==> src/rtl/core/frzc_pkg.sv <==
package frzc_pkg;

   localparam int SAMPLE_W   = 16;
   localparam int MAG_W      = 16;
   localparam int RMS_W      = 16;
   localparam int ZCR_W      = 17;
   localparam int CREST_W    = 16;
   localparam int PEAK_W     = 16;
   localparam int FRAME_W    = 13;
   localparam int ZCR_FRAC   = 16;
   localparam int CREST_FRAC = 8;
   localparam int SQ_W       = 30;

   // integer square root working width and first trial bit position
   localparam int ROOT_W   = 32;
   localparam int ROOT_TOP = 30;

   localparam logic [CREST_W-1:0] CREST_MAX = '1;

   typedef struct packed {
      logic [RMS_W-1:0]   rms_level;
      logic [ZCR_W-1:0]   zero_cross_rate;
      logic [CREST_W-1:0] crest_factor;
      logic [PEAK_W-1:0]  peak_magnitude;
      logic [FRAME_W-1:0] frame_samples;
   } result_type;

endpackage

==> src/rtl/core/frzc_front.sv <==
module frzc_front #(
   parameter int MAX_FRAME = 4096,
   parameter int CNT_W     = 13,
   parameter int CROSS_W   = 12,
   parameter int SUM_W     = 43
) (
   input  logic                               clock,
   input  logic                               reset,
   input  logic                               req_valid,
   output logic                               req_stall,
   input  logic signed [frzc_pkg::SAMPLE_W-1:0] sample,
   input  logic                               last_sample,
   input  logic                               q_full,
   output logic                               q_push,
   output logic [SUM_W-1:0]                   push_sum,
   output logic [CNT_W-1:0]                   push_count,
   output logic [CROSS_W-1:0]                 push_cross,
   output logic [frzc_pkg::PEAK_W-1:0]        push_peak
);

   logic [SUM_W-1:0]                  sum_ff, sum_in;
   logic [CNT_W-1:0]                  count_ff, count_in;
   logic [CROSS_W-1:0]                cross_ff, cross_in;
   logic [frzc_pkg::PEAK_W-1:0]       peak_ff, peak_in;
   logic                              prev_neg_ff;
   logic                              neg;
   logic [frzc_pkg::SAMPLE_W:0]       ext;
   logic [frzc_pkg::MAG_W-1:0]        mag;
   logic [2*frzc_pkg::MAG_W-1:0]      sq;
   logic                              accept;
   logic                              frame_end;

   assign req_stall = q_full;
   assign accept    = req_valid && !q_full;

   assign neg = sample[frzc_pkg::SAMPLE_W-1];
   assign ext = {sample[frzc_pkg::SAMPLE_W-1], sample};
   // -32768 maps to 0x8000, which still fits unsigned
   always_comb begin
      if (neg) begin
         mag = frzc_pkg::MAG_W'(-ext);
      end else begin
         mag = frzc_pkg::MAG_W'(ext);
      end
   end

   assign sq       = mag * mag;
   assign sum_in   = sum_ff + SUM_W'(sq);
   assign peak_in  = (mag > peak_ff) ? mag : peak_ff;
   assign count_in = count_ff + CNT_W'(1);
   always_comb begin
      if (count_ff != '0 && neg != prev_neg_ff) begin
         cross_in = cross_ff + CROSS_W'(1);
      end else begin
         cross_in = cross_ff;
      end
   end

   assign frame_end = last_sample || (count_in == CNT_W'(MAX_FRAME));
   assign q_push    = accept && frame_end;

   assign push_sum   = sum_in;
   assign push_count = count_in;
   assign push_cross = cross_in;
   assign push_peak  = peak_in;

   always_ff @(posedge clock) begin
      if (reset) begin
         sum_ff      <= '0;
         count_ff    <= '0;
         cross_ff    <= '0;
         peak_ff     <= '0;
         prev_neg_ff <= 1'b0;
      end else if (accept) begin
         if (frame_end) begin
            sum_ff      <= '0;
            count_ff    <= '0;
            cross_ff    <= '0;
            peak_ff     <= '0;
            prev_neg_ff <= 1'b0;
         end else begin
            sum_ff      <= sum_in;
            count_ff    <= count_in;
            cross_ff    <= cross_in;
            peak_ff     <= peak_in;
            prev_neg_ff <= neg;
         end
      end
   end

endmodule

==> src/rtl/core/frzc_queue.sv <==
module frzc_queue #(
   parameter int DATA_W = 84
) (
   input  logic              clock,
   input  logic              reset,
   input  logic              push,
   input  logic [DATA_W-1:0] push_data,
   output logic              full,
   input  logic              pop,
   output logic [DATA_W-1:0] pop_data,
   output logic              empty
);

   logic [DATA_W-1:0] mem [2];
   logic              wr_ptr_ff;
   logic              rd_ptr_ff;
   logic [1:0]        fill_ff;

   assign full     = (fill_ff == 2'd2);
   assign empty    = (fill_ff == 2'd0);
   assign pop_data = mem[rd_ptr_ff];

   always_ff @(posedge clock) begin
      if (push) begin
         mem[wr_ptr_ff] <= push_data;
      end
   end

   always_ff @(posedge clock) begin
      if (reset) begin
         wr_ptr_ff <= 1'b0;
         rd_ptr_ff <= 1'b0;
         fill_ff   <= 2'd0;
      end else begin
         if (push) begin
            wr_ptr_ff <= !wr_ptr_ff;
         end
         if (pop) begin
            rd_ptr_ff <= !rd_ptr_ff;
         end
         case ({push, pop})
            2'b10:   fill_ff <= fill_ff + 2'd1;
            2'b01:   fill_ff <= fill_ff - 2'd1;
            default: fill_ff <= fill_ff;
         endcase
      end
   end

endmodule

==> src/rtl/core/frzc_div.sv <==
module frzc_div #(
   parameter int DVD_W = 43,
   parameter int DVS_W = 16
) (
   input  logic             clock,
   input  logic             reset,
   input  logic             start,
   input  logic [DVD_W-1:0] dividend,
   input  logic [DVS_W-1:0] divisor,
   output logic             done,
   output logic [DVD_W-1:0] quotient
);

   localparam int STEP_W = (DVD_W > 1) ? $clog2(DVD_W) : 1;

   logic [DVD_W-1:0]  quo_ff;
   logic [DVS_W-1:0]  dvs_ff;
   logic [DVS_W-1:0]  rem_ff;
   logic [STEP_W-1:0] step_ff;
   logic              run_ff;
   logic              done_ff;
   logic [DVS_W:0]    rem_sh;
   logic [DVS_W:0]    diff;
   logic              ge;

   // restoring division, one quotient bit per cycle
   assign rem_sh = {rem_ff, quo_ff[DVD_W-1]};
   assign ge     = (rem_sh >= {1'b0, dvs_ff});
   assign diff   = rem_sh - {1'b0, dvs_ff};

   assign done     = done_ff;
   assign quotient = quo_ff;

   always_ff @(posedge clock) begin
      if (reset) begin
         run_ff  <= 1'b0;
         done_ff <= 1'b0;
         step_ff <= '0;
      end else begin
         done_ff <= 1'b0;
         if (start) begin
            run_ff  <= 1'b1;
            step_ff <= '0;
         end else if (run_ff) begin
            step_ff <= step_ff + STEP_W'(1);
            if (step_ff == STEP_W'(DVD_W - 1)) begin
               run_ff  <= 1'b0;
               done_ff <= 1'b1;
            end
         end
      end
   end

   always_ff @(posedge clock) begin
      if (start) begin
         quo_ff <= dividend;
         dvs_ff <= divisor;
         rem_ff <= '0;
      end else if (run_ff) begin
         quo_ff <= {quo_ff[DVD_W-2:0], ge};
         rem_ff <= ge ? diff[DVS_W-1:0] : rem_sh[DVS_W-1:0];
      end
   end

endmodule

==> src/rtl/core/frzc_back.sv <==
module frzc_back #(
   parameter int CNT_W   = 13,
   parameter int CROSS_W = 12,
   parameter int SUM_W   = 43
) (
   input  logic                         clock,
   input  logic                         reset,
   input  logic                         q_empty,
   output logic                         q_pop,
   input  logic [SUM_W-1:0]             q_sum,
   input  logic [CNT_W-1:0]             q_count,
   input  logic [CROSS_W-1:0]           q_cross,
   input  logic [frzc_pkg::PEAK_W-1:0]  q_peak,
   output logic                         res_valid,
   input  logic                         res_take,
   output frzc_pkg::result_type         res_data
);

   localparam int ZCR_DVD   = CROSS_W + frzc_pkg::ZCR_FRAC;
   localparam int CREST_DVD = frzc_pkg::PEAK_W + frzc_pkg::CREST_FRAC;
   localparam int DVD_A     = (SUM_W > ZCR_DVD) ? SUM_W : ZCR_DVD;
   localparam int DVD_W     = (DVD_A > CREST_DVD) ? DVD_A : CREST_DVD;
   localparam int DVS_W     = (CNT_W > frzc_pkg::RMS_W) ? CNT_W : frzc_pkg::RMS_W;

   typedef enum logic [2:0] {
      IDLE,
      MEAN,
      ROOT,
      ZCR_GO,
      ZCR_WAIT,
      CREST_GO,
      CREST_WAIT,
      DONE
   } state_type;

   state_type                          state_ff;
   logic [CNT_W-1:0]                   n_ff;
   logic [CROSS_W-1:0]                 cross_ff;
   logic [frzc_pkg::PEAK_W-1:0]        peak_ff;
   logic [frzc_pkg::ROOT_W-1:0]        v_ff;
   logic [frzc_pkg::ROOT_W-1:0]        res_ff;
   logic [frzc_pkg::ROOT_W-1:0]        bit_ff;
   logic [frzc_pkg::ZCR_W-1:0]         zcr_ff;
   logic [frzc_pkg::CREST_W-1:0]       crest_ff;
   logic [frzc_pkg::ROOT_W-1:0]        root_try;
   logic [frzc_pkg::RMS_W-1:0]         rms;
   logic                               short_frame;
   logic                               div_start;
   logic [DVD_W-1:0]                   div_dvd;
   logic [DVS_W-1:0]                   div_dvs;
   logic                               div_done;
   logic [DVD_W-1:0]                   div_quo;

   assign rms         = res_ff[frzc_pkg::RMS_W-1:0];
   assign root_try    = res_ff + bit_ff;
   assign short_frame = (n_ff < CNT_W'(2));
   assign q_pop       = (state_ff == IDLE) && !q_empty;

   always_comb begin
      div_start = 1'b0;
      div_dvd   = DVD_W'(q_sum);
      div_dvs   = DVS_W'(q_count);
      case (state_ff)
         IDLE: begin
            div_start = !q_empty;
         end
         ZCR_GO: begin
            div_start = !short_frame;
            div_dvd   = DVD_W'({cross_ff, {frzc_pkg::ZCR_FRAC{1'b0}}});
            div_dvs   = DVS_W'(n_ff - CNT_W'(1));
         end
         CREST_GO: begin
            div_start = (rms != '0);
            div_dvd   = DVD_W'({peak_ff, {frzc_pkg::CREST_FRAC{1'b0}}});
            div_dvs   = DVS_W'(rms);
         end
         default: begin
            div_start = 1'b0;
         end
      endcase
   end

   frzc_div #(
      .DVD_W (DVD_W),
      .DVS_W (DVS_W)
   ) u_div (
      .clock    (clock),
      .reset    (reset),
      .start    (div_start),
      .dividend (div_dvd),
      .divisor  (div_dvs),
      .done     (div_done),
      .quotient (div_quo)
   );

   always_ff @(posedge clock) begin
      if (reset) begin
         state_ff <= IDLE;
      end else begin
         case (state_ff)
            IDLE: begin
               if (!q_empty) begin
                  n_ff     <= q_count;
                  cross_ff <= q_cross;
                  peak_ff  <= q_peak;
                  state_ff <= MEAN;
               end
            end
            MEAN: begin
               if (div_done) begin
                  v_ff     <= frzc_pkg::ROOT_W'(div_quo);
                  res_ff   <= '0;
                  bit_ff   <= frzc_pkg::ROOT_W'(1) << frzc_pkg::ROOT_TOP;
                  state_ff <= ROOT;
               end
            end
            ROOT: begin
               // one result bit per cycle, trial bit walks down by powers of four
               if (v_ff >= root_try) begin
                  v_ff   <= v_ff - root_try;
                  res_ff <= (res_ff >> 1) + bit_ff;
               end else begin
                  res_ff <= res_ff >> 1;
               end
               bit_ff <= bit_ff >> 2;
               if (bit_ff == frzc_pkg::ROOT_W'(1)) begin
                  state_ff <= ZCR_GO;
               end
            end
            ZCR_GO: begin
               if (short_frame) begin
                  zcr_ff   <= '0;
                  state_ff <= CREST_GO;
               end else begin
                  state_ff <= ZCR_WAIT;
               end
            end
            ZCR_WAIT: begin
               if (div_done) begin
                  zcr_ff   <= div_quo[frzc_pkg::ZCR_W-1:0];
                  state_ff <= CREST_GO;
               end
            end
            CREST_GO: begin
               if (rms == '0) begin
                  crest_ff <= '0;
                  state_ff <= DONE;
               end else begin
                  state_ff <= CREST_WAIT;
               end
            end
            CREST_WAIT: begin
               if (div_done) begin
                  if (|div_quo[DVD_W-1:frzc_pkg::CREST_W]) begin
                     crest_ff <= frzc_pkg::CREST_MAX;
                  end else begin
                     crest_ff <= div_quo[frzc_pkg::CREST_W-1:0];
                  end
                  state_ff <= DONE;
               end
            end
            DONE: begin
               if (res_take) begin
                  state_ff <= IDLE;
               end
            end
            default: begin
               state_ff <= IDLE;
            end
         endcase
      end
   end

   assign res_valid = (state_ff == DONE);

   always_comb begin
      res_data.rms_level       = rms;
      res_data.zero_cross_rate = zcr_ff;
      res_data.crest_factor    = crest_ff;
      res_data.peak_magnitude  = peak_ff;
      res_data.frame_samples   = frzc_pkg::FRAME_W'(n_ff);
   end

endmodule

==> src/rtl/core/frame_rms_zcr_crest_top.sv <==
// per-frame rms level, zero-crossing rate and crest factor of a q1.15 audio stream
// request channel: req_valid / req_stall carry one sample and its last_sample flag;
//   a frame also closes by itself on its MAX_FRAME-th sample
// response channel: rsp_valid / rsp_stall carry one result per frame, taken from
//   an output register
// samples are taken one per cycle while req_stall is low; a front accumulator folds
//   each sample in as it arrives and at frame end hands the totals to a two-entry queue
// the back end works on one frame at a time with a shared bit-serial divider:
//   mean-square divide, integer square root, zero-crossing divide (skipped for
//   one-sample frames), crest divide (skipped when rms is 0), plus sequencing states
// while the back end works on a frame, the front can keep taking samples of later frames
// req_stall rises only while the queue holds two finished frames
// when the receiver stalls, the response register holds its result, the back end
//   finishes the next frame and waits, and sample intake continues until the queue fills
// synchronous reset clears the accumulators, empties the queue and drops rsp_valid
module frame_rms_zcr_crest_top #(
   parameter int MAX_FRAME = 4096
) (
   input  logic                                  clock,
   input  logic                                  reset,
   input  logic                                  req_valid,
   output logic                                  req_stall,
   input  logic signed [frzc_pkg::SAMPLE_W-1:0]  req_sample,
   input  logic                                  req_last_sample,
   output logic                                  rsp_valid,
   input  logic                                  rsp_stall,
   output logic [frzc_pkg::RMS_W-1:0]            rsp_rms_level,
   output logic [frzc_pkg::ZCR_W-1:0]            rsp_zero_cross_rate,
   output logic [frzc_pkg::CREST_W-1:0]          rsp_crest_factor,
   output logic [frzc_pkg::PEAK_W-1:0]           rsp_peak_magnitude,
   output logic [frzc_pkg::FRAME_W-1:0]          rsp_frame_samples
);

   localparam int CNT_W   = $clog2(MAX_FRAME + 1);
   localparam int CROSS_W = $clog2(MAX_FRAME);
   localparam int SUM_W   = frzc_pkg::SQ_W + CNT_W;
   localparam int REC_W   = SUM_W + CNT_W + CROSS_W + frzc_pkg::PEAK_W;

   logic                          q_full;
   logic                          q_empty;
   logic                          q_push;
   logic                          q_pop;
   logic [SUM_W-1:0]              push_sum;
   logic [CNT_W-1:0]              push_count;
   logic [CROSS_W-1:0]            push_cross;
   logic [frzc_pkg::PEAK_W-1:0]   push_peak;
   logic [REC_W-1:0]              push_rec;
   logic [REC_W-1:0]              pop_rec;
   logic [SUM_W-1:0]              pop_sum;
   logic [CNT_W-1:0]              pop_count;
   logic [CROSS_W-1:0]            pop_cross;
   logic [frzc_pkg::PEAK_W-1:0]   pop_peak;
   logic                          res_valid;
   logic                          res_take;
   frzc_pkg::result_type          res_data;
   logic                          rsp_valid_ff;
   frzc_pkg::result_type          rsp_data_ff;

   frzc_front #(
      .MAX_FRAME (MAX_FRAME),
      .CNT_W     (CNT_W),
      .CROSS_W   (CROSS_W),
      .SUM_W     (SUM_W)
   ) u_front (
      .clock       (clock),
      .reset       (reset),
      .req_valid   (req_valid),
      .req_stall   (req_stall),
      .sample      (req_sample),
      .last_sample (req_last_sample),
      .q_full      (q_full),
      .q_push      (q_push),
      .push_sum    (push_sum),
      .push_count  (push_count),
      .push_cross  (push_cross),
      .push_peak   (push_peak)
   );

   assign push_rec = {push_sum, push_count, push_cross, push_peak};

   frzc_queue #(
      .DATA_W (REC_W)
   ) u_queue (
      .clock     (clock),
      .reset     (reset),
      .push      (q_push),
      .push_data (push_rec),
      .full      (q_full),
      .pop       (q_pop),
      .pop_data  (pop_rec),
      .empty     (q_empty)
   );

   assign {pop_sum, pop_count, pop_cross, pop_peak} = pop_rec;

   frzc_back #(
      .CNT_W   (CNT_W),
      .CROSS_W (CROSS_W),
      .SUM_W   (SUM_W)
   ) u_back (
      .clock     (clock),
      .reset     (reset),
      .q_empty   (q_empty),
      .q_pop     (q_pop),
      .q_sum     (pop_sum),
      .q_count   (pop_count),
      .q_cross   (pop_cross),
      .q_peak    (pop_peak),
      .res_valid (res_valid),
      .res_take  (res_take),
      .res_data  (res_data)
   );

   // load the output register when it is empty or being drained
   assign res_take = res_valid && (!rsp_valid_ff || !rsp_stall);

   always_ff @(posedge clock) begin
      if (reset) begin
         rsp_valid_ff <= 1'b0;
      end else if (res_take) begin
         rsp_valid_ff <= 1'b1;
      end else if (!rsp_stall) begin
         rsp_valid_ff <= 1'b0;
      end
   end

   always_ff @(posedge clock) begin
      if (res_take) begin
         rsp_data_ff <= res_data;
      end
   end

   assign rsp_valid           = rsp_valid_ff;
   assign rsp_rms_level       = rsp_data_ff.rms_level;
   assign rsp_zero_cross_rate = rsp_data_ff.zero_cross_rate;
   assign rsp_crest_factor    = rsp_data_ff.crest_factor;
   assign rsp_peak_magnitude  = rsp_data_ff.peak_magnitude;
   assign rsp_frame_samples   = rsp_data_ff.frame_samples;

endmodule

==> config.mk <==
export PLATFORM = sky130hd
export DESIGN_NAME = frame_rms_zcr_crest_top
export DESIGN_NICKNAME = d
export VERILOG_FILES = /design/src/rtl/core/frzc_pkg.sv /design/src/rtl/core/frzc_front.sv /design/src/rtl/core/frzc_queue.sv /design/src/rtl/core/frzc_div.sv /design/src/rtl/core/frzc_back.sv /design/src/rtl/core/frame_rms_zcr_crest_top.sv
export SDC_FILE = /design/constraint.sdc
export NUM_CORES = 1
export LEC_CHECK = 0
export ABC_CLOCK_PERIOD_IN_PS = 10300
export BUFFER_PORTS_ARGS = -buffer_cell sky130_fd_sc_hd__buf_2
export CORE_MARGIN = 1.5
export CORE_UTILIZATION = 50
export CTS_BUF_LIST = sky130_fd_sc_hd__clkbuf_4
export DETAILED_ROUTE_END_ITERATION = 7
export GPL_TIMING_DRIVEN = 0
export HOLD_SLACK_MARGIN = 0.15
export PLACE_DENSITY = 0.71
export SYNTH_ARGS = -nofsm -noshare
export SYNTH_HDL_FRONTEND = slang
export SYNTH_HIERARCHICAL = 1
export SYNTH_SLANG_ARGS = --single-unit
export TNS_END_PERCENT = 30
==> constraint.sdc <==
create_clock -name clock -period 10.3 [get_ports clock]
set_input_delay 1.03 -clock clock [delete_from_list [all_inputs] [get_ports clock]]
set_output_delay 1.03 -clock clock [all_outputs]
set_load 0.02 [all_outputs]
==> impl_metrics.json <==
{
  "status": "completed",
  "detail_route.first_pass.iterations": 6,
  "ant_nets": 0,
  "worst-path-max-fanout": 10,
  "syn_inst": 3330,
  "wire_per_inst_um": 19.2,
  "ys_ff_latch": 577,
  "synth.cells.most_frequent": "sky130_fd_sc_hd__edfxtp_1 (459), sky130_fd_sc_hd__inv_1 (427), sky130_fd_sc_hd__nand2_1 (269), sky130_fd_sc_hd__ha_1 (216), sky130_fd_sc_hd__nor2_1 (206)",
  "clock-root-buffer": "sky130_fd_sc_hd__clkbuf_4",
  "critPathCaptureType": "register",
  "rsz0062_at_grt": "no",
  "report.final.slew_viol_count": 0,
  "cp_slowest_cell": "sky130_fd_sc_hd__xnor2_1",
  "grt.total_usage_pct": 24.1,
  "grt_pass1_wl_mm": 139,
  "leading_area_contributor_after_synthesis": "sky130_fd_sc_hd__edfxtp_1",
  "clock_sink_count": 577,
  "seqCellArea_um2": 16100,
  "synth.area.top_cells": "sky130_fd_sc_hd__edfxtp_1 (38%), sky130_fd_sc_hd__fa_1 (11%), sky130_fd_sc_hd__ha_1 (7.4%), sky130_fd_sc_hd__dfxtp_1 (6.5%), sky130_fd_sc_hd__inv_1 (4.4%)",
  "gp_congestion": 0.941,
  "fin_crit_sh_pct": 96.4,
  "synth.yosys.warnings": 6,
  "clkTransAtPathRegs_ns": 0.06,
  "post_cts.resized_instances": 0,
  "timing.critical_path.required_ns": 10.91,
  "post_cts_hold_buffer_count": 0,
  "grt_start_max_net_pins": 58,
  "utilization_pct": 56.1,
  "areaGrowthSynthToFinish_pct": 10.7,
  "htree_levels": 4,
  "cts_post_setup_buffers_inserted": 0,
  "cts_made_buffers": 145,
  "peak_freq_mhz": 101,
  "data_arrival_time_at_the_worst_slack_endpoint_ns": 10.54,
  "synth.avg_cell_area_um2": 10.9,
  "setup.worst_path.class": "in -> reg",
  "route.final.wire_length_mm": 89.4,
  "drt_iter0_markers": 1899,
  "die_h_um": 273,
  "min_path_type": "reg -> reg",
  "via_to_cell_ratio": 5.53,
  "worst-slew-pin-transition_ns": 1.45,
  "initial_antenna_violation_count": 2,
  "ys.flop_type": "sky130_fd_sc_hd__edfxtp_1",
  "sequential_area_share_after_synthesis_pct": 44.3,
  "crit_buf_inv": 11,
  "core_area_um2": 71900,
  "final-hold-violation-count": 0,
  "floorplan.initialDensity_pct": 50.7,
  "multi_input_gate_area_in_the_final_layout_um2": 18100,
  "total_die_area_um2": 74500,
  "io-pin-count": 101,
  "grt-ovfl-total": 0,
  "core.rowCount": 98,
  "synth_most_common_cell": "sky130_fd_sc_hd__edfxtp_1",
  "design.final.nets": 4033,
  "maxSlewHeadroom_pct": 2.86,
  "first_global_vias": 25693,
  "max_cap_viol_count": 0,
  "critPathLaunchType": "input port",
  "synthArstFlopShare_pct": 0,
  "number_of_enable_type_register_cells_in_the_synthesized_netlist": 459,
  "die-width_um": 273,
  "worstSkewPairLatency_ns": 0.88,
  "synth_largest_type_area_fraction_pct": 37.8,
  "finalCriticalPeriod_ns": 9.93,
  "drc": 0,
  "finalClockSkew_ns": 0.0442,
  "layout-drive-gt1-share_pct": 15.4,
  "routed-via-count": 25801,
  "clock_tree_from_tritoncts": "done",
  "max_stage_delay_ns": 1.17,
  "hpwlAfterDp_mm": 67.7,
  "ys_types": 105,
  "critical_path.top_delay_family": "adder cells",
  "io_buffer_count": 99,
  "max_buffers_root_to_sink": 3,
  "post_synth_instance_area_um2": 36500,
  "setup_viol": 0,
  "fillCellCount": 6235
}
-- worst register-to-register path, cell delays in order, from the launching register on --
cell	delay (ns)
sky130_fd_sc_hd__dfxtp_1	0.34
sky130_fd_sc_hd__inv_1	0.07
sky130_fd_sc_hd__fa_1	0.53
sky130_fd_sc_hd__inv_1	0.05
sky130_fd_sc_hd__fa_1	0.46
sky130_fd_sc_hd__fa_1	0.49
sky130_fd_sc_hd__inv_1	0.05
sky130_fd_sc_hd__fa_1	0.52
sky130_fd_sc_hd__inv_1	0.04
sky130_fd_sc_hd__ha_1	0.27
sky130_fd_sc_hd__clkbuf_1	0.26
sky130_fd_sc_hd__a21oi_1	0.21
sky130_fd_sc_hd__o21ai_0	0.15
sky130_fd_sc_hd__a211oi_2	0.54
sky130_fd_sc_hd__o21ai_1	0.30
sky130_fd_sc_hd__o21ba_2	0.27
sky130_fd_sc_hd__nor3_1	0.44
sky130_fd_sc_hd__nor2_1	0.14
sky130_fd_sc_hd__xor2_1	0.19
-- flip-flops by register name (all words and copies together) (netlist names), 6 cells and up, named ones only --
signal / cells
u_back/res_ff: 32
u_back/u_div/step_ff: 6
u_back/cross_ff: 12
u_back/u_div/quotient: 43
u_queue/mem: 168
u_front/sum_ff: 43
u_back/v_ff: 32
u_front/count_ff: 13
rsp_crest_factor: 16
rsp_peak_magnitude: 16
rsp_rms_level: 16
u_back/peak_ff: 16
u_back/n_ff: 13
u_front/cross_ff: 12
u_back/bit_ff: 16
u_back/u_div/dvs_ff: 16
u_front/peak_ff: 16
rsp_frame_samples: 13
u_back/zcr_ff: 17
u_back/crest_ff: 16
rsp_zero_cross_rate: 17
u_back/u_div/rem_ff: 16
-- routing by layer --
layer	GRT usage [%]	routed length [µm]	vias to the layer above
li1	-	-	12228
met1	31.0	38100	12493
met2	41.3	43600	912
met3	3.51	5150	168
met4	8.83	2660	0
met5	0	0	-
-- cell type report --
cell class	instances	area share, %
tap	950	2.95
antenna	3	0.0186
clock inverter	56	0.729
buffer	157	1.84
inverter	434	4.05
sequential	577	40.0
multi-input combinational	2171	44.8
timing repair buffer	113	1.83
clock buffer	205	3.82
-- final timing paths --
check | startpoint | end | slack (ns) | depth (start not counted)
worst min register to register | u_back/crest_ff[7]$_SDFFCE_PN0P_ | rsp_crest_factor[7]$_DFFE_PP_ | 0.42 | 0
worst max register to register | u_front/sum_ff[14]$_SDFFE_PP0P_ | u_queue/mem[0][76]$_DFFE_PP_ | 4.71 | 18
worst min-delay path | u_back/crest_ff[7]$_SDFFCE_PN0P_ | rsp_crest_factor[7]$_DFFE_PP_ | 0.42 | 0
worst max-delay path | req_sample[0] | u_queue/mem[0][76]$_DFFE_PP_ | 0.37 | 30
-- cell usage in the layout (no fill, tap or decap), types with 10 or more instances in the layout --
cell / instances
sky130_fd_sc_hd__a211oi_1: 28
sky130_fd_sc_hd__a21o_1: 50
sky130_fd_sc_hd__a21oi_1: 148
sky130_fd_sc_hd__a22o_1: 49
sky130_fd_sc_hd__a22oi_1: 23
sky130_fd_sc_hd__a31oi_1: 36
sky130_fd_sc_hd__and2_1: 26
sky130_fd_sc_hd__and3_1: 53
sky130_fd_sc_hd__buf_2: 110
sky130_fd_sc_hd__buf_4: 30
sky130_fd_sc_hd__clkbuf_1: 106
sky130_fd_sc_hd__clkbuf_4: 206
sky130_fd_sc_hd__clkinv_1: 36
sky130_fd_sc_hd__clkinv_2: 12
sky130_fd_sc_hd__conb_1: 11
sky130_fd_sc_hd__dfxtp_1: 118
sky130_fd_sc_hd__edfxtp_1: 459
sky130_fd_sc_hd__fa_1: 197
sky130_fd_sc_hd__ha_1: 216
sky130_fd_sc_hd__inv_1: 426
sky130_fd_sc_hd__mux2_2: 130
sky130_fd_sc_hd__mux2i_1: 31
sky130_fd_sc_hd__nand2_1: 269
sky130_fd_sc_hd__nand2b_1: 17
sky130_fd_sc_hd__nand3_1: 55
sky130_fd_sc_hd__nand4_1: 35
sky130_fd_sc_hd__nor2_1: 205
sky130_fd_sc_hd__nor2b_1: 23
sky130_fd_sc_hd__nor3_1: 27
sky130_fd_sc_hd__nor4_1: 20
sky130_fd_sc_hd__o211ai_1: 10
sky130_fd_sc_hd__o21a_1: 29
sky130_fd_sc_hd__o21ai_0: 122
sky130_fd_sc_hd__o21bai_1: 14
sky130_fd_sc_hd__o31ai_1: 13
sky130_fd_sc_hd__or3_1: 13
sky130_fd_sc_hd__xnor2_1: 90
sky130_fd_sc_hd__xor2_1: 91
-- logic make-up (layout without fill, tap and decap cells) --
group / after synthesis / in the layout / synth area share [%]
adders and majority gates: 413 / 413 / 18.2
and+or+nand+nor: 786 / 786 / 10.2
AOI/OAI and AO/OA: 613 / 613 / 11.3
other: 2 / 14 / 0.0206
muxes: 162 / 162 / 4.90
buffers and inverters: 591 / 965 / 6.50
DFF: 577 / 577 / 44.3
xor gates and xnor gates: 186 / 186 / 4.54
-- metrics by stage --
step           setup TNS (ns)  std cells  hold WS [ns]  area (µm²)  setup slack [ns]
4_1_cts                     0       4663         0.392       40300           0.00308
5_1_grt                     0       4666         0.419       40300            0.0427
3_3_place_gp           -40.43       4388         0.402       38200            -0.856
6_report                    0       4666         0.417       40300             0.369
2_1_floorplan               0       3339         0.400       36500              1.61
3_5_place_dp           -34.61       4402         0.405       38500            -0.945
Power is not shown: default switching activity piles up to over one toggle a cycle in this logic, so the estimate is an artifact.
